[src/hdl/size_class_slab_allocator_defines.svh]
// Assertion macros shared by the allocator RTL.
// Depends on nothing; included by files that carry concurrent checks.
`ifndef SIZE_CLASS_SLAB_ALLOCATOR_DEFINES_SVH
`define SIZE_CLASS_SLAB_ALLOCATOR_DEFINES_SVH

// Same-cycle implication, disabled while reset is low.
`define SCSA_ASSERT_IMP(label, clk, rstn, ante, cons, msg) \
    label: assert property (@(posedge clk) disable iff (!rstn) (ante) |-> (cons)) \
        else $error(msg);

// Next-cycle implication, disabled while reset is low.
`define SCSA_ASSERT_NXT(label, clk, rstn, ante, cons, msg) \
    label: assert property (@(posedge clk) disable iff (!rstn) (ante) |=> (cons)) \
        else $error(msg);

`endif

[src/hdl/scsa_class_mem.sv]
// Per-class table: freed-chunk stack top and carve state of each class.
// Synchronous memory with registered read data and per-entry valid bits for
// reset and release. Depends on nothing.
module scsa_class_mem #(
    parameter int CLS_W   = 3,
    parameter int ENTRY_W = 38
) (
    input  logic               aclk,
    input  logic               aresetn,
    input  logic               rd_en,
    input  logic [CLS_W-1:0]   rd_addr,
    output logic [ENTRY_W-1:0] rd_data,
    input  logic               wr_en,
    input  logic [CLS_W-1:0]   wr_addr,
    input  logic [ENTRY_W-1:0] wr_data,
    input  logic               clear_all
);

    localparam int DEPTH = 1 << CLS_W;

    logic [ENTRY_W-1:0] entry_ram [DEPTH];
    logic [DEPTH-1:0]   valid_reg;
    logic [DEPTH-1:0]   valid_next;
    logic [ENTRY_W-1:0] rd_data_reg;
    logic               rd_valid_reg;

    always_comb begin
        valid_next = valid_reg;
        if (clear_all) begin
            valid_next = '0;
        end else if (wr_en) begin
            valid_next[wr_addr] = 1'b1;
        end
    end

    always_ff @(posedge aclk) begin
        if (!aresetn) begin
            valid_reg    <= '0;
            rd_valid_reg <= 1'b0;
        end else begin
            valid_reg <= valid_next;
            if (rd_en) begin
                rd_valid_reg <= valid_reg[rd_addr];
            end
        end
    end

    always_ff @(posedge aclk) begin
        if (wr_en) begin
            entry_ram[wr_addr] <= wr_data;
        end
    end

    always_ff @(posedge aclk) begin
        if (rd_en) begin
            rd_data_reg <= entry_ram[rd_addr];
        end
    end

    // an entry never written since reset or release reads as all zeros
    assign rd_data = rd_valid_reg ? rd_data_reg : '0;

endmodule

[config.mk]
export PLATFORM = sky130hd
export DESIGN_NAME = scsa_class_mem
export DESIGN_NICKNAME = d
export VERILOG_FILES = /design/src/hdl/size_class_slab_allocator_defines.svh /design/src/hdl/scsa_class_mem.sv
export SDC_FILE = /design/constraint.sdc
export NUM_CORES = 1
export LEC_CHECK = 0
export ABC_AREA = 1
export BUFFER_PORTS_ARGS = -buffer_cell sky130_fd_sc_hd__buf_2
export CAP_MARGIN = 40
export CORE_ASPECT_RATIO = 0.75
export CORE_UTILIZATION = 60
export DETAILED_ROUTE_END_ITERATION = 8
export GPL_ROUTABILITY_DRIVEN = 0
export GPL_TIMING_DRIVEN = 0
export PLACE_DENSITY = 0.79
export SLEW_MARGIN = 10
export SYNTH_ARGS = -nofsm -noshare
export SYNTH_HDL_FRONTEND = slang
export SYNTH_SLANG_ARGS = --single-unit
[constraint.sdc]
create_clock -name aclk -period 3.1 [get_ports aclk]
set_clock_uncertainty 0.1 [all_clocks]
set_input_delay 0.31 -clock aclk [delete_from_list [all_inputs] [get_ports aclk]]
set_output_delay 0.31 -clock aclk [all_outputs]
set_load 0.02 [all_outputs]
* Word level (Yosys, flattened, before mapping)
Memories as Yosys holds them, arrays and structs flattened. A register that Yosys moved wholly into a read port is not among the register bits.
Cells that the tools add are included.
** Storage, ports and cells
- Flip-flop bits (word level) :: 9
- RAM bits :: 304
- Memories :: 1
- Output and inout bits :: 38
- Bits of input ports :: 49
- Word-level logic and storage cells :: 17
** Operators by class
- Muxes and demuxes :: 7
- Bitwise operators :: 2
- $lt $le $gt $ge :: 3
- Reductions and logical operators :: 2
** Memories
- entry_ram :: words 8, width 38, read ports 1, clocked after memory_dff 1, write ports 1, RTL line scsa_class_mem.sv:21 : logic [ENTRY_W-1:0] entry_ram [DEPTH];
** Operator list (number)
- 38-bit 2-to-1 mux :: 1
- 3-bit by 4-bit less-than comparator with 1-bit output (second input constant) :: 2
- 8-bit OR :: 1
- 1-bit 2-to-1 mux :: 4
- 1-bit binary-select mux with 3-bit select :: 1
- 1-bit demux with 3-bit select :: 1
- 3-bit by 1-bit greater-or-equal comparator with 1-bit output (second input constant) :: 1
- 2-bit OR reduction :: 1
- 1-bit logical AND :: 1
- 1-bit inverter :: 1

* Depth between registers and ports, before layout
Gate-level depths: netlist (run 1).
- Depth in word-level cells :: 5
- Depth in mapped cells :: 8
- Mapped depth without buffers :: 6

* Worst setup path before layout (run 1)
Ideal clock, no wire load.
- Path type :: input-to-reg
- Start point :: input port wr_en
- End point :: memory entry_ram[0][0] (enable)
- Stages on the path :: 4
- Library setup time :: 0.435 ns
- Arrival time :: 2.114 ns
- Required time :: 2.565 ns
- Path buffers :: 0
- Slack :: 0.451 ns
- Cells stage by stage :: inv_1 > nor2_1 > inv_1 > nor2_1
** On the way
- Word-level cells in the longest chain between the ends :: 2
** RTL lines
- start, declared :: RTL line scsa_class_mem.sv:13 : input logic wr_en,
- 1-bit 2-to-1 mux :: RTL line scsa_class_mem.sv:49 : if (wr_en) begin
- 1-bit 2-to-1 mux (implied by the code) :: RTL line scsa_class_mem.sv:50 : entry_ram[wr_addr] <= wr_data;
- end, declared :: RTL line scsa_class_mem.sv:21
No other way between the ends.

* Final worst setup path (run 1)
- Start point :: register rd_valid_reg
- End point :: output port rd_data[18]
** On the way
- Word-level cells in the longest chain between the ends :: 1
** RTL lines
- start, declared :: RTL line scsa_class_mem.sv:25 : logic rd_valid_reg;
- start signal, assigned :: RTL line scsa_class_mem.sv:43 : rd_valid_reg <= valid_reg[rd_addr];
- 38-bit 2-to-1 mux :: RTL line scsa_class_mem.sv:61 : assign rd_data = rd_valid_reg ? rd_data_reg : '0;
- end, declared :: RTL line scsa_class_mem.sv:12 : output logic [ENTRY_W-1:0] rd_data,
No other way between the ends.

==> metrics, run 1 <==
status finished clean; WL final 32500 µm; Clock power frac 42.0%; class of the worst hold path in -> reg; Final #Nets 1264; Switching Share 21.3%; ant diodes 0; clock transition at the registers of the reported paths 0.06 ns; Slew HR 40.6%; EDFF count, synth 342; syn nets 1097; Cell variety after synth 19; dominant synthesized flop cell edfxtp_1; Vias/cell 5.97; vias in the first global route 8655; Core Region 0.0222 mm²; Final Hold Fails 0; final global-route overflow total 0; power density cells 654 mW/mm²; Mapped Cells 1048; Yosys top cell by area edfxtp_1; die height 133 µm; Data arrival, critical path 2.54 ns; fin util 73.4%; Placement Cell Area 0.0147 mm²; hold path depth 1; Net Switching 2.27 mW; largest net degree at the start of global routing 26; Die W 176 µm; Async SR Flop Fraction 0%; Final min period 2.95 ns; via count 9153; H-tree lvl count 2; Max IR drop VDD 0.000656 V; Comb pwr share 6.9%; CTS resizes 0; Synth area leaders edfxtp_1, nor2_1, nand2_1, o22ai_1, o21ai_0; critical path's slowest cell clkbuf_1; IO Port Bufs 85; share of layout cells above drive strength 1 15.5%; post-route design area 0.0163 mm²; total track usage 28.2%; first-pass GRT wire length 48900 µm; period utilization 95.1%; YS warnings 0; Setup crit start kind flip-flop; sequential share of power 51.1%; worst-case reg-to-reg path depth 3; R2R setup slack 1.43 ns; worst slew pin tran 0.890 ns; clock sinks 351; RR Endpoint rd_valid_reg; crit-path max FO 10; end of the worst hold path entry_ram[3][36]; Rows 47; Final Power 10.7 mW; drt pass-1 iters 6; Longest Clk Path Bufs 3; CP max stage delay 0.68 ns; Slew Limit Fails 0; root buf cell clkbuf_16; Synth Area per Inst 13.0 µm²; FMAX 339 MHz; antenna violations before repair 0; CTS tree yes; Synth-to-Final Area Change 19.4%; Hold Startpoint wr_data[36]; Post-Syn Area 0.0136 mm²; Yosys top cell area share 75.3%; max_cap viols 0; # DRC 0; cells along the critical path clkbuf_1, clkbuf_1, nand2_1, inv_1, buf_2; Min Hold Slack 0.0151 ns; unrepaired setup endpoints after global routing no; post-synthesis sequential area ratio 76.7%; Die ar. 0.0233 mm²; synth cell count leaders edfxtp_1, nor2_1, nand2_1; starting density of the core 61.5%; internal power 8.39 mW; # IOs 87; launching point of the worst reg2reg path rd_valid_reg; synthesized flop and latch total 351; max reg flops 304; WS Path Type reg -> out; Final ANT Viol Nets 0; clock latency on the worst-skew pair 0.52 ns; # Post-CTS Setup Buffers 0; final setup violation count 0; Iteration-0 DRC Markers 1415; top-count cell post-synth edfxtp_1; leakage power 6.07 nW; Inserted Clock Buffers 34; Detailed Place HPWL 19600 µm; post-DR wirelength/cell 21.2 µm; most used cell, CP clkbuf_1; kind of end point of the critical path output port; Critical Path RT 2.69 ns
[metrics by stage]
| step | TNS (ns) | cells | setup WS [ns] |
|---|---|---|---|
| global placement | -303.57 | 1427 | -1.11 |
| global route | 0 | 1532 | 0.0506 |
| CTS | 0 | 1532 | 0.123 |
| detailed placement | 0 | 1437 | 0.655 |
| floorplan | 0 | 1048 | 0.451 |
| finish | 0 | 1532 | 0.153 |
[critical path: cells and delay by family, from the launching register on]
family | cells | cell delay (ns)
buf+inv | 4 | 1.49
flops | 1 | 0.35
simple gates | 1 | 0.17
[repair_timing]
| item | CTS | global route |
|---|---|---|
| hold endpoints to repair | 288 | 0 |
| setup endpoints to repair | 0 | 0 |
| hold buffers | 36 | 0 |
[layer usage]
metal  vias up  wire length [µm]  global-route usage, %  share of wire, %
met1      4397             13300                   41.8                41
met5         -                 0                      0                 0
met3        81              3340                   4.48                10
met4         0               787                   8.50               2.4
met2       596             15100                   43.5                47
li1       4079                 -                      -                 -
[how the worst max path moves through the flow]
stage	from	to	slack, ns
4_1_cts	rd_valid_reg	rd_data[18]	0.12
2_1_floorplan	wr_en	entry_ram[0][0]	0.45
3_5_place_dp	rd_valid_reg	rd_data[18]	0.65
5_1_grt	rd_valid_reg	rd_data[18]	0.05
3_3_place_gp	wr_addr[1]	entry_ram[3][7]	-1.11
6_report	rd_valid_reg	rd_data[18]	0.15
[cells by family after synthesis]
| group | after synthesis | share of synthesized area (%) |
|---|---|---|
| AND/OR/NAND/NOR | 350 | 9.69 |
| AO/OA/AOI/OAI | 230 | 9.14 |
| buffers and inverters | 117 | 4.52 |
| flip-flops | 351 | 76.7 |
[cells in the final DEF (no fill, tap or decap)]
cell           Yosys  routed
clkinv_2           0       6
inv_4              1       1
nand3_1            6       6
buf_8              1       1
buf_4              5       5
buf_12             0       6
buf_6             17      17
dlygate4sd3_1      0      36
a21oi_1            1       1
clkbuf_1          23      28
o21ai_1           71      71
nand2_1          165     165
clkinv_4           0       1
clkbuf_2           4       4
nor2_1           179     171
o22ai_1           76      76
o21ai_0           82      82
buf_16             0       4
inv_2              1       1
bufinv_16          0       7
inv_1             53      53
dfxtp_1            9       9
clkinv_1           0       3
buf_2              9      94
buf_1              3       3
nor2_4             0       8
clkbuf_16          0      37
edfxtp_1         342     342
[layout make-up]
type | instances | area (µm²)
Fill cell | 1320 | 5890
Multi-Input combinational cell | 580 | 2630
Sequential cell | 351 | 10500
Buffer | 62 | 407
Tap cell | 294 | 368
Clock buffer | 42 | 945
Clock inverter | 17 | 260
Inverter | 55 | 209
Timing Repair Buffer | 131 | 1020
[power by group through the flow]
| stage | combinational [mW] | clock [mW] | sequential (mW) |
|---|---|---|---|
| 2_1_floorplan | 0.385 | 0 | 5.54 |
| 4_1_cts | 0.729 | 4.48 | 5.44 |
| 6_report | 0.740 | 4.47 | 5.44 |
| 3_5_place_dp | 0.685 | 0 | 5.54 |
| 5_1_grt | 0.797 | 4.67 | 5.45 |
| 3_3_place_gp | 0.636 | 0 | 5.54 |
Power figures use the tool's default switching activity.
==> run 2: changes to the inputs <==
--- a/config.mk
+++ b/config.mk
@@ -13,7 +13,7 @@
 export DETAILED_ROUTE_END_ITERATION = 8
 export GPL_ROUTABILITY_DRIVEN = 0
 export GPL_TIMING_DRIVEN = 0
-export PLACE_DENSITY = 0.79
+export PLACE_DENSITY_LB_ADDON = 0.1
 export SLEW_MARGIN = 10
 export SYNTH_ARGS = -nofsm -noshare
 export SYNTH_HDL_FRONTEND = slang
==> metrics, run 2 (synthesis gave the netlist of run 1 again) <==
Iteration-0 DRC Markers 1262 (-11%); CTS tree yes; CTS resizes 0 (unchanged); starting density of the core 61.5% (unchanged); Max IR drop VDD 0.000539 V (-18%); cells along the critical path clkbuf_1, clkbuf_1, nand2_1, inv_1, buf_2; FMAX 343 MHz (+1.0%); Final Power 10.3 mW (-3.8%); max_cap viols 0 (unchanged); unrepaired setup endpoints after global routing no; Final Hold Fails 0 (unchanged); first-pass GRT wire length 49200 µm (+0.51%); total track usage 28.6% (+0.40 points); Die ar. 0.0233 mm² (unchanged); post-DR wirelength/cell 21.1 µm (-0.49%); Vias/cell 5.79 (-3.2%); Detailed Place HPWL 19900 µm (+1.3%); Rows 47 (unchanged); period utilization 94.1% (-0.97 points); Die W 176 µm (unchanged); kind of end point of the critical path output port; WS Path Type reg -> out; antenna violations before repair 0 (unchanged); Final ANT Viol Nets 0 (unchanged); Critical Path RT 2.69 ns (about the same); most used cell, CP clkbuf_1; Synth-to-Final Area Change 19.3%; H-tree lvl count 2 (unchanged); clock latency on the worst-skew pair 0.52 ns (about the same); status finished clean; Slew Limit Fails 0 (unchanged); final setup margin 0.183 ns (+0.0302 ns); Final #Nets 1268 (+0.32%); vias in the first global route 8645 (-0.12%); leakage power 6.05 nW (-0.33%); largest net degree at the start of global routing 24 (-7.7%); root buf cell clkbuf_16; Slew HR 37.9% (-2.8 points); DP Worst Slack 0.689 ns (+0.0347 ns); power density cells 631 mW/mm² (-3.6%); critical path's slowest cell clkbuf_1; Final min period 2.92 ns (-0.0302 ns); Data arrival, critical path 2.51 ns (-0.03 ns); most frequent cells in the layout edfxtp_1, nor2_1, nand2_1; final global-route overflow total 0 (unchanged); # DRC 0 (unchanged); Top Family by Delay on Critical Path buffers and inverters; WL final 32500 µm (-0.10%); IO Port Bufs 85 (unchanged); # IOs 87 (unchanged); max reg flops 304 (unchanged); crit-path max FO 10 (unchanged); die height 133 µm (unchanged); class of the worst hold path in -> reg; share of layout cells above drive strength 1 15.2% (-0.32 points); clock transition at the registers of the reported paths 0.06 ns (about the same); Core Region 0.0222 mm² (unchanged); Inserted Clock Buffers 35 (+2.9%); final setup violation count 0 (unchanged); R2R setup slack 1.57 ns (+0.14 ns); CP max stage delay 0.64 ns (-0.04 ns); Worst Path Buf+Inv 4 (unchanged); drt pass-1 iters 6 (unchanged); commonest non-fill, non-tap cell in the layout edfxtp_1; Longest Clk Path Bufs 3 (unchanged); Setup crit start kind flip-flop; via count 8899 (-2.8%); worst slew pin tran 0.930 ns (+0.0393 ns); clock sinks 351 (unchanged); ant diodes 0 (unchanged)
## run 2: routing by layer
metal	track usage (%)	vias up	wire, µm
li1	-	4086	-
met1	42.3	4305	13800
met2	44.2	463	15000
met3	4.91	45	3100
met4	7.97	0	539
met5	0	-	0
## run 2: tightest hold or removal path: stages
cell     delay (ns)
buf_2          0.13
o21ai_0        0.09
a21oi_1        0.05
## run 2: power by group
part / total (mW) / internal [mW] / switching, mW
registers: 5.44 / 5.40 / 0.0411
clock network: 4.07 / 2.35 / 1.71
logic: 0.746 / 0.248 / 0.498
total: 10.3 / 8.00 / 2.25
## run 2: layout make-up
cell class                      count  area [µm²]
Buffer                             62         407
Clock buffer                       43         916
Clock inverter                     19         170
Fill cell                        1443        5910
Inverter                           55         209
Multi-Input combinational cell    580        2630
Sequential cell                   351       10500
Tap cell                          294         368
Timing Repair Buffer              134        1110
## run 2: metrics by stage
stage | instance area [µm²] | hold slack, ns | setup TNS [ns] | instances | util [%]
after global routing | 16300 | 0.0128 | 0 | 1538 | 73.3
after detailed placement | 14800 | 0.361 | 0 | 1439 | 66.8
after floorplan | 13600 | 0.303 | 0 | 1048 | -
final | 16300 | 0.0236 | 0 | 1538 | 73.3
after CTS | 16300 | 0.000929 | 0 | 1538 | 73.3
after global placement | 14400 | 0.351 | -355.18 | 1427 | 65.1
## run 2: path summary, 6_finish.rpt
kind,startpoint,end,depth (start not counted)
worst max register to register,rd_valid_reg,rd_valid_reg,3
worst min-delay path,aresetn,rd_valid_reg,3
worst max-delay path,rd_valid_reg,rd_data[2],5
worst min register to register,valid_reg[2],valid_reg[2],2
## run 2: repair_timing
action | in CTS | in global routing
hold buffers | 37 | 0
endpoints found under the hold margin | 292 | 0
setup buffers | 0 | 0
